$ cat src/hw/rtl/ffha_pkg.sv
// ----------------------------------------------------------------------------
// ffha_pkg
// Types, sizes and codes shared by the first-fit hole allocator.
// ----------------------------------------------------------------------------
package ffha_pkg;

  localparam int unsigned LIVE_ENTRIES = 16;
  localparam int unsigned HOLE_ENTRIES = 16;

  localparam int unsigned ADDR_W = 16;
  localparam int unsigned SIZE_W = 8;
  localparam int unsigned ID_W   = 16;
  localparam int unsigned STAT_W = 3;

  localparam int unsigned LIVE_IDX_W = $clog2(LIVE_ENTRIES);
  localparam int unsigned HOLE_IDX_W = $clog2(HOLE_ENTRIES);
  localparam int unsigned LCNT_W     = $clog2(LIVE_ENTRIES + 1);
  localparam int unsigned HCNT_W     = $clog2(HOLE_ENTRIES + 1);
  localparam int unsigned WALK_W     = ((LCNT_W > HCNT_W) ? LCNT_W : HCNT_W) + 1;

  localparam logic [ADDR_W-1:0] HEAP_LIMIT_RESET = ADDR_W'(20000);

  typedef enum logic [STAT_W-1:0] {
    ST_OK           = 3'd0,
    ST_NO_SPACE     = 3'd1,
    ST_TABLE_FULL   = 3'd2,
    ST_ID_NOT_FOUND = 3'd3,
    ST_HOLE_DROPPED = 3'd4
  } status_e;

  typedef enum logic [2:0] {
    S_IDLE,
    S_HSRCH,
    S_HSHIFT,
    S_LSRCH,
    S_LSHIFT,
    S_DONE
  } state_e;

  typedef enum logic {
    OP_ALLOC = 1'b0,
    OP_FREE  = 1'b1
  } op_e;

  typedef struct packed {
    logic [ADDR_W-1:0] addr;
    logic [SIZE_W-1:0] size;
  } hole_t;

  typedef struct packed {
    logic [ID_W-1:0]   id;
    logic [ADDR_W-1:0] addr;
    logic [SIZE_W-1:0] size;
  } live_t;

  typedef struct packed {
    status_e           status;
    logic [ADDR_W-1:0] block_address;
    logic [ID_W-1:0]   block_id;
    logic              reused_hole;
  } rsp_t;

endpackage

$ cat src/hw/rtl/ffha_if.sv
// ----------------------------------------------------------------------------
// ffha_if
// Valid/ready channels for allocator requests and results.
// ----------------------------------------------------------------------------
interface ffha_req_if
  import ffha_pkg::*;
();
  logic              valid;
  logic              ready;
  logic              operation;
  logic [SIZE_W-1:0] request_size;
  logic [ID_W-1:0]   free_id;

  modport source (output valid, operation, request_size, free_id, input ready);
  modport sink   (input valid, operation, request_size, free_id, output ready);
endinterface

interface ffha_rsp_if
  import ffha_pkg::*;
();
  logic              valid;
  logic              ready;
  logic [STAT_W-1:0] status;
  logic [ADDR_W-1:0] block_address;
  logic [ID_W-1:0]   block_id;
  logic              reused_hole;

  modport source (output valid, status, block_address, block_id, reused_hole,
                  input ready);
  modport sink   (input valid, status, block_address, block_id, reused_hole,
                  output ready);
endinterface

$ cat src/hw/rtl/ffha_ram.sv
// ----------------------------------------------------------------------------
// ffha_ram
// Simple dual-port RAM, one write and one registered read per cycle.
// ----------------------------------------------------------------------------
module ffha_ram #(
  parameter int unsigned DEPTH = 16,
  parameter int unsigned WIDTH = 8,
  localparam int unsigned AW   = $clog2(DEPTH)
) (
  input  logic             clk_i,
  input  logic             we_i,
  input  logic [AW-1:0]    waddr_i,
  input  logic [WIDTH-1:0] wdata_i,
  input  logic [AW-1:0]    raddr_i,
  output logic [WIDTH-1:0] rdata_o
);

  logic [WIDTH-1:0] mem [DEPTH];
  logic [WIDTH-1:0] rdata_q;

  always_ff @(posedge clk_i) begin
    if (we_i) begin
      mem[waddr_i] <= wdata_i;
    end
    rdata_q <= mem[raddr_i];
  end

  assign rdata_o = rdata_q;

endmodule

$ cat src/hw/rtl/first_fit_hole_allocator_top.sv
// ----------------------------------------------------------------------------
// first_fit_hole_allocator_top
// First-fit heap allocator with bump pointer, hole list and allocation table.
// ----------------------------------------------------------------------------
// Requests arrive on req_i (operation, request_size, free_id); one result beat
// per request leaves on rsp_o (status, block_address, block_id, reused_hole).
// cfg_we_i/cfg_data_i write heap_limit; the user must write it only while the
// block is idle, since the block itself does not enforce this. One request is
// worked at a time by a sequencer that walks the hole list or the allocation
// table one entry per cycle through a registered RAM read. Allocate takes the
// first hole that fits, shifting the later holes down, or else bumps the
// pointer; free finds the id, shifts later table entries down and adds a hole.
// req_i.ready is high only between requests. A finished result sits in an
// output register; the next request is taken while it waits, but its own
// result is held back until rsp_o accepts the older beat.
// Reset: heap_limit 20000, bump pointer 0, next id 1, both lists empty.
// ----------------------------------------------------------------------------
module first_fit_hole_allocator_top
  import ffha_pkg::*;
(
  input  logic              clk_i,
  input  logic              rst_ni,
  input  logic              cfg_we_i,
  input  logic [ADDR_W-1:0] cfg_data_i,
  ffha_req_if.sink          req_i,
  ffha_rsp_if.source        rsp_o
);

  state_e              state_q, state_d;
  logic [WALK_W-1:0]   idx_q, idx_d;
  logic [LCNT_W-1:0]   lcnt_q, lcnt_d;
  logic [HCNT_W-1:0]   hcnt_q, hcnt_d;
  logic [ADDR_W-1:0]   bump_q, bump_d;
  logic [ID_W-1:0]     nid_q, nid_d;
  logic [ADDR_W-1:0]   limit_q;
  logic [SIZE_W-1:0]   size_q, size_d;
  logic [ID_W-1:0]     id_q, id_d;
  logic [ADDR_W-1:0]   faddr_q, faddr_d;
  logic [SIZE_W-1:0]   fsize_q, fsize_d;
  rsp_t                res_q, res_d;
  rsp_t                out_q, out_d;
  logic                out_valid_q, out_valid_d;

  logic                hole_we, live_we;
  logic [HOLE_IDX_W-1:0] hole_waddr;
  logic [LIVE_IDX_W-1:0] live_waddr;
  hole_t               hole_wdata, hole_rd;
  live_t               live_wdata, live_rd;

  logic                try_bump, commit, free_fin;
  logic [ADDR_W-1:0]   c_addr;
  logic [SIZE_W-1:0]   c_size;
  logic                c_reused;
  logic [SIZE_W-1:0]   cur_size;
  logic [ADDR_W:0]     bump_sum;
  logic [WALK_W-1:0]   idx_nx;
  logic [WALK_W-1:0]   hcnt_w, lcnt_w;
  logic                accept;

  assign accept   = req_i.valid && req_i.ready;
  assign cur_size = (state_q == S_IDLE) ? req_i.request_size : size_q;
  assign bump_sum = {1'b0, bump_q} + {{(ADDR_W+1-SIZE_W){1'b0}}, cur_size};
  assign idx_nx   = idx_q + WALK_W'(1);
  assign hcnt_w   = WALK_W'(hcnt_q);
  assign lcnt_w   = WALK_W'(lcnt_q);

  always_comb begin
    state_d     = state_q;
    idx_d       = idx_q;
    lcnt_d      = lcnt_q;
    hcnt_d      = hcnt_q;
    bump_d      = bump_q;
    nid_d       = nid_q;
    size_d      = size_q;
    id_d        = id_q;
    faddr_d     = faddr_q;
    fsize_d     = fsize_q;
    res_d       = res_q;
    out_d       = out_q;
    out_valid_d = out_valid_q && !rsp_o.ready;
    req_i.ready = 1'b0;
    hole_we     = 1'b0;
    live_we     = 1'b0;
    hole_waddr  = idx_q[HOLE_IDX_W-1:0] - HOLE_IDX_W'(1);
    live_waddr  = idx_q[LIVE_IDX_W-1:0] - LIVE_IDX_W'(1);
    hole_wdata  = hole_rd;
    live_wdata  = live_rd;
    try_bump    = 1'b0;
    commit      = 1'b0;
    free_fin    = 1'b0;
    c_addr      = faddr_q;
    c_size      = fsize_q;
    c_reused    = 1'b1;

    case (state_q)
      S_IDLE: begin
        req_i.ready = 1'b1;
        if (accept) begin
          idx_d  = '0;
          size_d = req_i.request_size;
          id_d   = req_i.free_id;
          if (req_i.operation == OP_ALLOC) begin
            if (lcnt_q == LCNT_W'(LIVE_ENTRIES)) begin
              res_d   = '{ST_TABLE_FULL, '0, '0, 1'b0};
              state_d = S_DONE;
            end else if (hcnt_q != '0) begin
              state_d = S_HSRCH;
            end else begin
              try_bump = 1'b1;
            end
          end else begin
            if (lcnt_q == '0) begin
              res_d   = '{ST_ID_NOT_FOUND, '0, req_i.free_id, 1'b0};
              state_d = S_DONE;
            end else begin
              state_d = S_LSRCH;
            end
          end
        end
      end
      S_HSRCH: begin
        if (hole_rd.size >= size_q) begin
          faddr_d = hole_rd.addr;
          fsize_d = hole_rd.size;
          if (idx_nx < hcnt_w) begin
            idx_d   = idx_nx;
            state_d = S_HSHIFT;
          end else begin
            hcnt_d = hcnt_q - HCNT_W'(1);
            commit = 1'b1;
            c_addr = hole_rd.addr;
            c_size = hole_rd.size;
          end
        end else if (idx_nx < hcnt_w) begin
          idx_d = idx_nx;
        end else begin
          try_bump = 1'b1;
        end
      end
      S_HSHIFT: begin
        hole_we = 1'b1;
        if (idx_nx < hcnt_w) begin
          idx_d = idx_nx;
        end else begin
          hcnt_d = hcnt_q - HCNT_W'(1);
          commit = 1'b1;
        end
      end
      S_LSRCH: begin
        if (live_rd.id == id_q) begin
          faddr_d = live_rd.addr;
          fsize_d = live_rd.size;
          if (idx_nx < lcnt_w) begin
            idx_d   = idx_nx;
            state_d = S_LSHIFT;
          end else begin
            lcnt_d   = lcnt_q - LCNT_W'(1);
            free_fin = 1'b1;
            c_addr   = live_rd.addr;
            c_size   = live_rd.size;
          end
        end else if (idx_nx < lcnt_w) begin
          idx_d = idx_nx;
        end else begin
          res_d   = '{ST_ID_NOT_FOUND, '0, id_q, 1'b0};
          state_d = S_DONE;
        end
      end
      S_LSHIFT: begin
        live_we = 1'b1;
        if (idx_nx < lcnt_w) begin
          idx_d = idx_nx;
        end else begin
          lcnt_d   = lcnt_q - LCNT_W'(1);
          free_fin = 1'b1;
        end
      end
      S_DONE: begin
        if (!out_valid_q || rsp_o.ready) begin
          out_d       = res_q;
          out_valid_d = 1'b1;
          state_d     = S_IDLE;
        end
      end
      default: begin
        state_d = S_IDLE;
      end
    endcase

    if (try_bump) begin
      state_d = S_DONE;
      if (bump_sum <= {1'b0, limit_q}) begin
        commit   = 1'b1;
        c_addr   = bump_q;
        c_size   = cur_size;
        c_reused = 1'b0;
        bump_d   = bump_sum[ADDR_W-1:0];
      end else begin
        res_d = '{ST_NO_SPACE, '0, '0, 1'b0};
      end
    end

    if (commit) begin
      live_we    = 1'b1;
      live_waddr = lcnt_q[LIVE_IDX_W-1:0];
      live_wdata = '{nid_q, c_addr, c_size};
      lcnt_d     = lcnt_q + LCNT_W'(1);
      nid_d      = nid_q + ID_W'(1);
      res_d      = '{ST_OK, c_addr, nid_q, c_reused};
      state_d    = S_DONE;
    end

    if (free_fin) begin
      state_d = S_DONE;
      if (hcnt_q == HCNT_W'(HOLE_ENTRIES)) begin
        res_d = '{ST_HOLE_DROPPED, c_addr, id_q, 1'b0};
      end else begin
        hole_we    = 1'b1;
        hole_waddr = hcnt_q[HOLE_IDX_W-1:0];
        hole_wdata = '{c_addr, c_size};
        hcnt_d     = hcnt_q + HCNT_W'(1);
        res_d      = '{ST_OK, c_addr, id_q, 1'b0};
      end
    end
  end

  always_ff @(posedge clk_i or negedge rst_ni) begin
    if (!rst_ni) begin
      state_q     <= S_IDLE;
      idx_q       <= '0;
      lcnt_q      <= '0;
      hcnt_q      <= '0;
      bump_q      <= '0;
      nid_q       <= ID_W'(1);
      limit_q     <= HEAP_LIMIT_RESET;
      out_valid_q <= 1'b0;
    end else begin
      state_q     <= state_d;
      idx_q       <= idx_d;
      lcnt_q      <= lcnt_d;
      hcnt_q      <= hcnt_d;
      bump_q      <= bump_d;
      nid_q       <= nid_d;
      out_valid_q <= out_valid_d;
      if (cfg_we_i) begin
        limit_q <= cfg_data_i;
      end
    end
  end

  always_ff @(posedge clk_i) begin
    size_q  <= size_d;
    id_q    <= id_d;
    faddr_q <= faddr_d;
    fsize_q <= fsize_d;
    res_q   <= res_d;
    out_q   <= out_d;
  end

  ffha_ram #(
    .DEPTH (HOLE_ENTRIES),
    .WIDTH ($bits(hole_t))
  ) u_hole_ram (
    .clk_i   (clk_i),
    .we_i    (hole_we),
    .waddr_i (hole_waddr),
    .wdata_i (hole_wdata),
    .raddr_i (idx_d[HOLE_IDX_W-1:0]),
    .rdata_o (hole_rd)
  );

  ffha_ram #(
    .DEPTH (LIVE_ENTRIES),
    .WIDTH ($bits(live_t))
  ) u_live_ram (
    .clk_i   (clk_i),
    .we_i    (live_we),
    .waddr_i (live_waddr),
    .wdata_i (live_wdata),
    .raddr_i (idx_d[LIVE_IDX_W-1:0]),
    .rdata_o (live_rd)
  );

  assign rsp_o.valid         = out_valid_q;
  assign rsp_o.status        = out_q.status;
  assign rsp_o.block_address = out_q.block_address;
  assign rsp_o.block_id      = out_q.block_id;
  assign rsp_o.reused_hole   = out_q.reused_hole;

endmodule

$ cat src/flat_wrapper.sv
// flat-port wrapper written by rule: the top's interface ports become plain ports
module first_fit_hole_allocator_top_flat import ffha_pkg::*;
  (clk_i, rst_ni, cfg_we_i, cfg_data_i, req_i_valid, req_i_operation, req_i_request_size, req_i_free_id, req_i_ready, rsp_o_valid, rsp_o_status, rsp_o_block_address, rsp_o_block_id, rsp_o_reused_hole, rsp_o_ready);
  ffha_req_if req_i_i ();
  ffha_rsp_if rsp_o_i ();
  input  logic clk_i;
  input  logic rst_ni;
  input  logic cfg_we_i;
  input  logic [ADDR_W-1:0] cfg_data_i;
  input wire logic [$bits(req_i_i.valid)-1:0] req_i_valid;
  input wire logic [$bits(req_i_i.operation)-1:0] req_i_operation;
  input wire logic [$bits(req_i_i.request_size)-1:0] req_i_request_size;
  input wire logic [$bits(req_i_i.free_id)-1:0] req_i_free_id;
  output wire logic [$bits(req_i_i.ready)-1:0] req_i_ready;
  output wire logic [$bits(rsp_o_i.valid)-1:0] rsp_o_valid;
  output wire logic [$bits(rsp_o_i.status)-1:0] rsp_o_status;
  output wire logic [$bits(rsp_o_i.block_address)-1:0] rsp_o_block_address;
  output wire logic [$bits(rsp_o_i.block_id)-1:0] rsp_o_block_id;
  output wire logic [$bits(rsp_o_i.reused_hole)-1:0] rsp_o_reused_hole;
  input wire logic [$bits(rsp_o_i.ready)-1:0] rsp_o_ready;
  assign req_i_i.valid = req_i_valid;
  assign req_i_i.operation = req_i_operation;
  assign req_i_i.request_size = req_i_request_size;
  assign req_i_i.free_id = req_i_free_id;
  assign req_i_ready = req_i_i.ready;
  assign rsp_o_valid = rsp_o_i.valid;
  assign rsp_o_status = rsp_o_i.status;
  assign rsp_o_block_address = rsp_o_i.block_address;
  assign rsp_o_block_id = rsp_o_i.block_id;
  assign rsp_o_reused_hole = rsp_o_i.reused_hole;
  assign rsp_o_i.ready = rsp_o_ready;
  first_fit_hole_allocator_top u_core (.clk_i(clk_i), .rst_ni(rst_ni), .cfg_we_i(cfg_we_i), .cfg_data_i(cfg_data_i), .req_i(req_i_i), .rsp_o(rsp_o_i));
endmodule
$ cat config.mk
export PLATFORM = sky130hd
export DESIGN_NAME = first_fit_hole_allocator_top_flat
export DESIGN_NICKNAME = d
export VERILOG_FILES = /design/src/hw/rtl/ffha_pkg.sv /design/src/hw/rtl/ffha_if.sv /design/src/hw/rtl/ffha_ram.sv /design/src/hw/rtl/first_fit_hole_allocator_top.sv /design/src/flat_wrapper.sv
export SDC_FILE = /design/constraint.sdc
export NUM_CORES = 2
export LEC_CHECK = 0
export BUFFER_PORTS_ARGS = -buffer_cell sky130_fd_sc_hd__buf_2
export CORE_MARGIN = 3
export CORE_UTILIZATION = 44
export CTS_BUF_LIST = sky130_fd_sc_hd__clkbuf_2
export DETAILED_ROUTE_END_ITERATION = 12
export GPL_TIMING_DRIVEN = 0
export PLACE_DENSITY = 0.62
export SLEW_MARGIN = 15
export SYNTH_ARGS = -nofsm -noshare
export SYNTH_HDL_FRONTEND = slang
export SYNTH_HIERARCHICAL = 1
export SYNTH_SLANG_ARGS = --single-unit
$ cat constraint.sdc
create_clock -name clk_i -period 19.3 [get_ports clk_i]
set_input_delay 4.825 -clock clk_i [delete_from_list [all_inputs] [get_ports clk_i]]
set_output_delay 4.825 -clock clk_i [all_outputs]
set_load 0.005 [all_outputs]
## Yosys cells after proc, flatten, opt, wreduce, memory -nomap -nowiden

Memories as Yosys holds them, arrays and structs flattened. A register that Yosys moved wholly into a read port is not among the register bits.
Cells that the tools add are included.

| word-level totals | value |
|---|---|
| flip-flop bits (word level) | 188 |
| input port bits | 46 |
| output and inout port bits | 38 |
| RAM bits | 1024 |
| memory bits (read-only) | 0 |
| memories | 2 |
| word-level logic and storage cells | 173 |
| bits in latches | 0 |

| cells by class | value |
|---|---|
| div/mod/pow operators | 0 |
| reduce and logical (&&, ||, !) cells | 21 |
| eq/ne operators | 22 |
| bitwise logic cells | 0 |
| multipliers | 0 |
| shifts and indexed selects | 0 |
| order comparisons | 4 |
| $add $sub $neg | 8 |
| muxes and demuxes | 95 |

Memories:

| name | depth | width | rd ports | clocked after memory_dff | write ports | line | text |
|---|---|---|---|---|---|---|---|
| u_core.u_live_ram.mem | 16 | 40 | 1 | 1 | 1 | ffha_ram.sv:18 | `logic [WIDTH-1:0] mem [DEPTH];` |
| u_core.u_hole_ram.mem | 16 | 24 | 1 | 1 | 1 | ffha_ram.sv:18 |  |

Operator list:

| operator | number |
|---|---|
| $mux W36 | 11 |
| $mux W16 | 8 |
| $mux W8 | 9 |
| $pmux W36 S2 | 1 |
| $pmux W16 S2 | 2 |
| $mux W24 | 2 |
| $mux W3 | 14 |
| $mux W40 | 1 |
| $mux W5 | 7 |
| $pmux W8 S2 | 2 |
| $mux W1 | 25 |
| $ne A5 B1 Y1 const B | 4 |
| $pmux W5 S2 | 2 |
| $mux W6 | 3 |
| $pmux W6 S3 | 1 |
| $add A16 B8 Y17 | 1 |
| $le A17 B16 Y1 | 1 |
| $add A16 B1 Y16 const B | 1 |
| $eq A16 B16 Y1 | 1 |
| $pmux W3 S5 | 1 |
| $lt A6 B5 Y1 | 2 |
| $mux W4 | 3 |
| $add A5 B1 Y5 const B | 2 |
| $eq A5 B5 Y1 const B | 2 |
| other kinds (27) | 44 |

## Longest topological paths before layout

| depth | value |
|---|---|
| depth in word-level cells | 10 |
| mapped depth | 31 |
| gate-level depth less buffers | 26 |

## By module

Netlist, hierarchy kept.

By module, submodules not included:

| module | cells an instance | sequential area each (um^2) | times used | area each (um^2) |
|---|---|---|---|---|
| ffha_ram (u_core.u_live_ram) | 1040 | 20019.2 | 1 | 25131.6 |
| ffha_ram (u_core.u_hole_ram) | 636 | 12011.5 | 1 | 14933.1 |
| first_fit_hole_allocator_top | 1132 | 4952.2 | 1 | 10542.6 |

## Worst setup path before layout

Ideal clock, no wire load.

| path | value |
|---|---|
| path type | input to register |
| start point | input req_i_request_size[1] |
| end point | memory u_core/u_live_ram/mem[0][0] (netlist bit), enable pin |
| buffers on the path | 2 |
| slack | 6.851 ns |
| library setup time | 0.487 ns |
| data required time | 18.813 ns |
| arrival | 11.962 ns |
| stages | 23 |
| cell sequence | a21oi_1 > inv_1 > ha_1 > a21o_1 > a21oi_1 > nor2_1 > or4_1 > a31oi_1 > nor3b_1 > xor2_1 > ha_1 > nand3_1 > nor3_1 > a2111oi_0 > o311ai_0 > o31a_1 > o21ai_4 > inv_2 > buf_6 > buf_2 > nand2_1 > or3b_2 > nor3_1 |

| between the ends | value |
|---|---|
| word-level cells in the longest chain between the ends | 8 |
| elaborated cells between the ends (all ways) | 9 |
| those cells by class | 1 x add/sub; 1 x order compare; 7 x mux |

Ends and longest elaborated chain:

| what | line | text |
|---|---|---|
| start: declaration | flat_wrapper.sv:12 | `input wire logic [$bits(req_i_i.request_size)-1:0] req_i_request_size;` |
| $mux W8 | first_fit_hole_allocator_top.sv:61 | `assign cur_size = (state_q == S_IDLE) ? req_i.request_size : size_q;` |
| $add A16 B8 Y17 | first_fit_hole_allocator_top.sv:62 | `assign bump_sum = {1'b0, bump_q} + {{(ADDR_W+1-SIZE_W){1'b0}}, cur_size};` |
| via u_core.bump_sum[15] | first_fit_hole_allocator_top.sv:55 | `logic [ADDR_W:0] bump_sum;` |
| $le A17 B16 Y1 | first_fit_hole_allocator_top.sv:192 | `if (bump_sum <= {1'b0, limit_q}) begin` |
| $mux W1 | first_fit_hole_allocator_top.sv:192 |  |
| $mux W1 | first_fit_hole_allocator_top.sv:190 | `if (try_bump) begin` |
| $mux W1 | first_fit_hole_allocator_top.sv:203 | `if (commit) begin` |
| via u_core.live_we | first_fit_hole_allocator_top.sv:44 | `logic hole_we, live_we;` |
| $mux W1 | ffha_ram.sv:22 | `if (we_i) begin` |
| $mux W1 (not written as such) | ffha_ram.sv:23 | `mem[waddr_i] <= wdata_i;` |
| end: declaration | ffha_ram.sv:18 |  |

The timed path passes the listed nets, and every way through them passes these cells.

## Final worst setup path

| path | value |
|---|---|
| start point | input req_i_request_size[1] |
| end point | memory u_core/u_live_ram/mem[4][8] (netlist bit), enable pin |

| between the ends | value |
|---|---|
| elaborated cells between the ends (all ways) | 9 |
| those cells by class | 1 x add/sub; 1 x order compare; 7 x mux |

RTL lines:

| what | line | text |
|---|---|---|
| $mux W8 | first_fit_hole_allocator_top.sv:61 |  |
| $add A16 B8 Y17 | first_fit_hole_allocator_top.sv:62 |  |
| via u_core.bump_sum[13] | first_fit_hole_allocator_top.sv:55 |  |
| $le A17 B16 Y1 | first_fit_hole_allocator_top.sv:192 |  |
| $mux W1 | first_fit_hole_allocator_top.sv:192 |  |
| $mux W1 | first_fit_hole_allocator_top.sv:190 |  |
| $mux W4 | first_fit_hole_allocator_top.sv:203 |  |
| via u_core.live_waddr[2] | first_fit_hole_allocator_top.sv:46 | `logic [LIVE_IDX_W-1:0] live_waddr;` |

The timed path passes the listed nets, and every way through them passes these cells.

==> impl_metrics.tcl <==
set metrics [dict create \
    synth.avg_cell_area_sq_um 18.0 \
    gr-total-overflow 0 \
    status "finished, final reports clean" \
    h-tree-depth 5 \
    cts_root_buf "clkbuf_2" \
    die_area_sq_um 119000 \
    pin_count 84 \
    mostFrequentLayoutCell "edfxtp_1" \
    critPathMaxStageDelay_ps 780 \
    skew_ps 200 \
    endpoint_kind "flop" \
    synth.net_count 2906 \
    postCtsSetupBuffers 0 \
    grt_pass1_vias 29962 \
    r2r_cells 30 \
    final_max_slew_viol_count 0 \
    syn_area_sq_um 50600 \
    hold_violations 0 \
    cts_resized 0 \
    drt_iter0_drc 3210 \
    required_ps 20440 \
    grt_setup_unrepaired "false" \
    start_util_pct 44.7 \
    rows 123 \
    hold_start "u_core/res_q[9]" \
    insertion_delay_ps 1580 \
    ys_seq_elements 1276 \
    antenna_found_initial 3 \
    fin_setup_tns_ps 0 \
    drt-vias-per-instance 5.72 \
    core-area_sq_um 113000 \
    r2r_end "u_core/u_live_ram/mem[4][8]" \
    place_congestion 0.928 \
    crit_top_cell "buf_4" \
    vias 29061 \
    rrSetupSlack_ps 9710 \
    worstHoldEndpoint "u_core/rsp_o.block_id[8]" \
    hp-class "flop to flop" \
    grt_usage_pct 22.0 \
    cts.clk_slew.worst_paths_ps 110 \
    pre_cts_ws_ps 6730 \
    drc 0 \
    final_cell_mix "1108 x edfxtp_1, 475 x clkbuf_2, 326 x nand2_1" \
    wl_per_cell_um 26.0 \
    area.sequential_sq_um 37000 \
    yosysWarnings 6 \
    period_share_pct 56.6 \
    grt_start_max_net_pins 45 \
    area_growth_pct 13.8 \
    synth_edf_count 1108 \
    yosysSeqAreaShare_pct 73.1 \
    ys.flop_type "edfxtp_1" \
    tightest_slew_ps 1150 \
    synth_cells 2808 \
    num-nets-final 3429 \
    crit_path_top_delay_cell "nor3_2" \
    cts_made_buffers 331 \
    die_w_um 345 \
    ctsHoldBuffers 0 \
    maxCapViolCount 0 \
    worstSetupPathType "primary input to flop" \
    holdPathStages 0 \
    max_freq_ghz 0.0915 \
    ant_nets 0 \
    max_slew_margin_pct 22.9 \
    setup_ws_ps 8370 \
    multi_input_area_sq_um 12900 \
    reg2reg_from "u_core/state_q[2]" \
    period_needed_ps 10930 \
    dr.pass1.iters 6 \
    portBuffers 83 \
    yosysUniqueCellTypes 76 \
    numClockSinks 1276 \
    die_h_um 345 \
    cts_tree "done" \
    clockBufferDepth 4 \
    worstPathArrival_ps 12070 \
    grt_pass1_wl_mm 194 \
    cp-start-kind "primary input" \
    setup_viol 0 \
    drive_above_1_share_pct 28.4 \
    wirelength_mm 132 \
    dp_hpwl_mm 90.6 \
    synthArstFlopShare_pct 5.33 \
    fillers 9451 \
    crit_fanout 10 \
]
logic make-up (layout without fill, tap and decap cells):
| kind of cell | after synthesis | count (layout) | synth area share [%] |
|---|---|---|---|
| buffers and inverters | 198 | 962 | 2.02 |
| DFF | 1276 | 1276 | 73.1 |
| AOI/OAI and AO/OA | 397 | 397 | 5.47 |
| and+or+nand+nor | 544 | 544 | 4.72 |
| muxes | 274 | 274 | 12.2 |
| other | 0 | 13 | 0 |
| xor gates and xnor gates | 67 | 67 | 1.16 |
| adders and majority gates | 52 | 52 | 1.32 |
worst max path at each step:
stage / endpoint / start / slack, ps
2_1_floorplan: u_core/u_live_ram/mem[0][0] / req_i_request_size[1] / 6850
3_3_place_gp: u_core/u_live_ram/mem[0][8] / req_i_request_size[1] / 1940
3_5_place_dp: u_core/u_live_ram/mem[7][12] / req_i_request_size[1] / 6730
4_1_cts: u_core/u_live_ram/mem[7][12] / req_i_request_size[1] / 8340
5_1_grt: u_core/u_live_ram/mem[0][8] / req_i_request_size[1] / 8000
6_report: u_core/u_live_ram/mem[4][8] / req_i_request_size[1] / 8370
metrics by stage:
step | utilization, % | instances | hold slack [ps] | cell area (sq um)
floorplan | - | 2808 | 408 | 50600
detailed placement | 48.2 | 4497 | 414 | 54600
global route | 50.8 | 5079 | 462 | 57600
global placement | 46.7 | 4391 | 417 | 52900
finish | 50.8 | 5085 | 425 | 57600
CTS | 50.8 | 5071 | 443 | 57500
state kept, by name, summed over array words and instances, names as in the netlist:
| register | count |
|---|---|
| u_core/u_live_ram/mem | 640 |
| u_core/u_hole_ram/mem | 384 |
| u_core/u_live_ram/rdata_o | 40 |
| u_core/res_q | 36 |
| u_core/u_hole_ram/rdata_o | 24 |
| u_core/bump_q | 16 |
| u_core/faddr_q | 16 |
| u_core/id_q | 16 |
| u_core/limit_q | 16 |
| u_core/nid_q | 16 |
| u_core/rsp_o.block_address | 16 |
| u_core/rsp_o.block_id | 16 |
| u_core/fsize_q | 8 |
| u_core/size_q | 8 |
| u_core/idx_q | 6 |
| u_core/hcnt_q | 5 |
| u_core/lcnt_q | 5 |
| u_core/rsp_o.status | 3 |
| u_core/state_q | 3 |
| u_core/rsp_o.reused_hole | 1 |
| u_core/rsp_o.valid | 1 |
per-layer routing:
metal  up-vias  track usage (%)  wire (um)
met1     15005             29.5      54100
met5         -                0          0
met3       248             4.38       9570
li1      12551                -          -
met4         0             8.51       3950
met2      1257             35.5      64500
Yosys cell counts (7+ instances only):
cell type | number | area [sq um]
dfxtp_1 | 100 | 2000
o211ai_1 | 18 | 135
o32ai_1 | 8 | 70.1
buf_12 | 11 | 220
mux4_1 | 60 | 1580
a21o_1 | 7 | 52.6
o21ai_0 | 83 | 415
mux4_2 | 196 | 4410
a22o_1 | 17 | 149
a211o_1 | 15 | 131
a22oi_1 | 130 | 976
a222oi_1 | 14 | 140
nor2_1 | 82 | 308
a21oi_1 | 58 | 290
clkbuf_1 | 87 | 327
edfxtp_1 | 1108 | 33300
nor2b_1 | 9 | 56.3
inv_1 | 52 | 195
mux2_2 | 14 | 158
ha_1 | 50 | 626
xnor2_1 | 41 | 359
dfrtp_1 | 62 | 1550
nand2_1 | 326 | 1220
buf_2 | 36 | 180
nand3_1 | 18 | 90.1
nor3_1 | 39 | 195
xor2_1 | 26 | 228
and3_1 | 7 | 43.8
buf_6 | 7 | 78.8
o41ai_1 | 8 | 70.1
final cells by class:
| class | instances | area share (%) |
|---|---|---|
| Sequential cell | 1276 | 64.2 |
| Clock buffer | 475 | 4.13 |
| Antenna cell | 13 | 0.0565 |
| Tap cell | 1500 | 3.26 |
| Timing Repair Buffer | 190 | 3.15 |
| Multi-Input combinational cell | 1334 | 22.4 |
| Buffer | 145 | 1.43 |
| Clock inverter | 99 | 0.948 |
| Inverter | 53 | 0.346 |
critical path, delay by kind of cell:
family | cells | cell delay (ps)
compound gates | 8 | 2780
simple gates | 7 | 2370
buf+inv | 7 | 1270
fa+ha+maj | 2 | 590
xor+xnor | 1 | 180
Power is not shown: default switching activity piles up to over one toggle a cycle in this logic, so the estimate is an artifact.
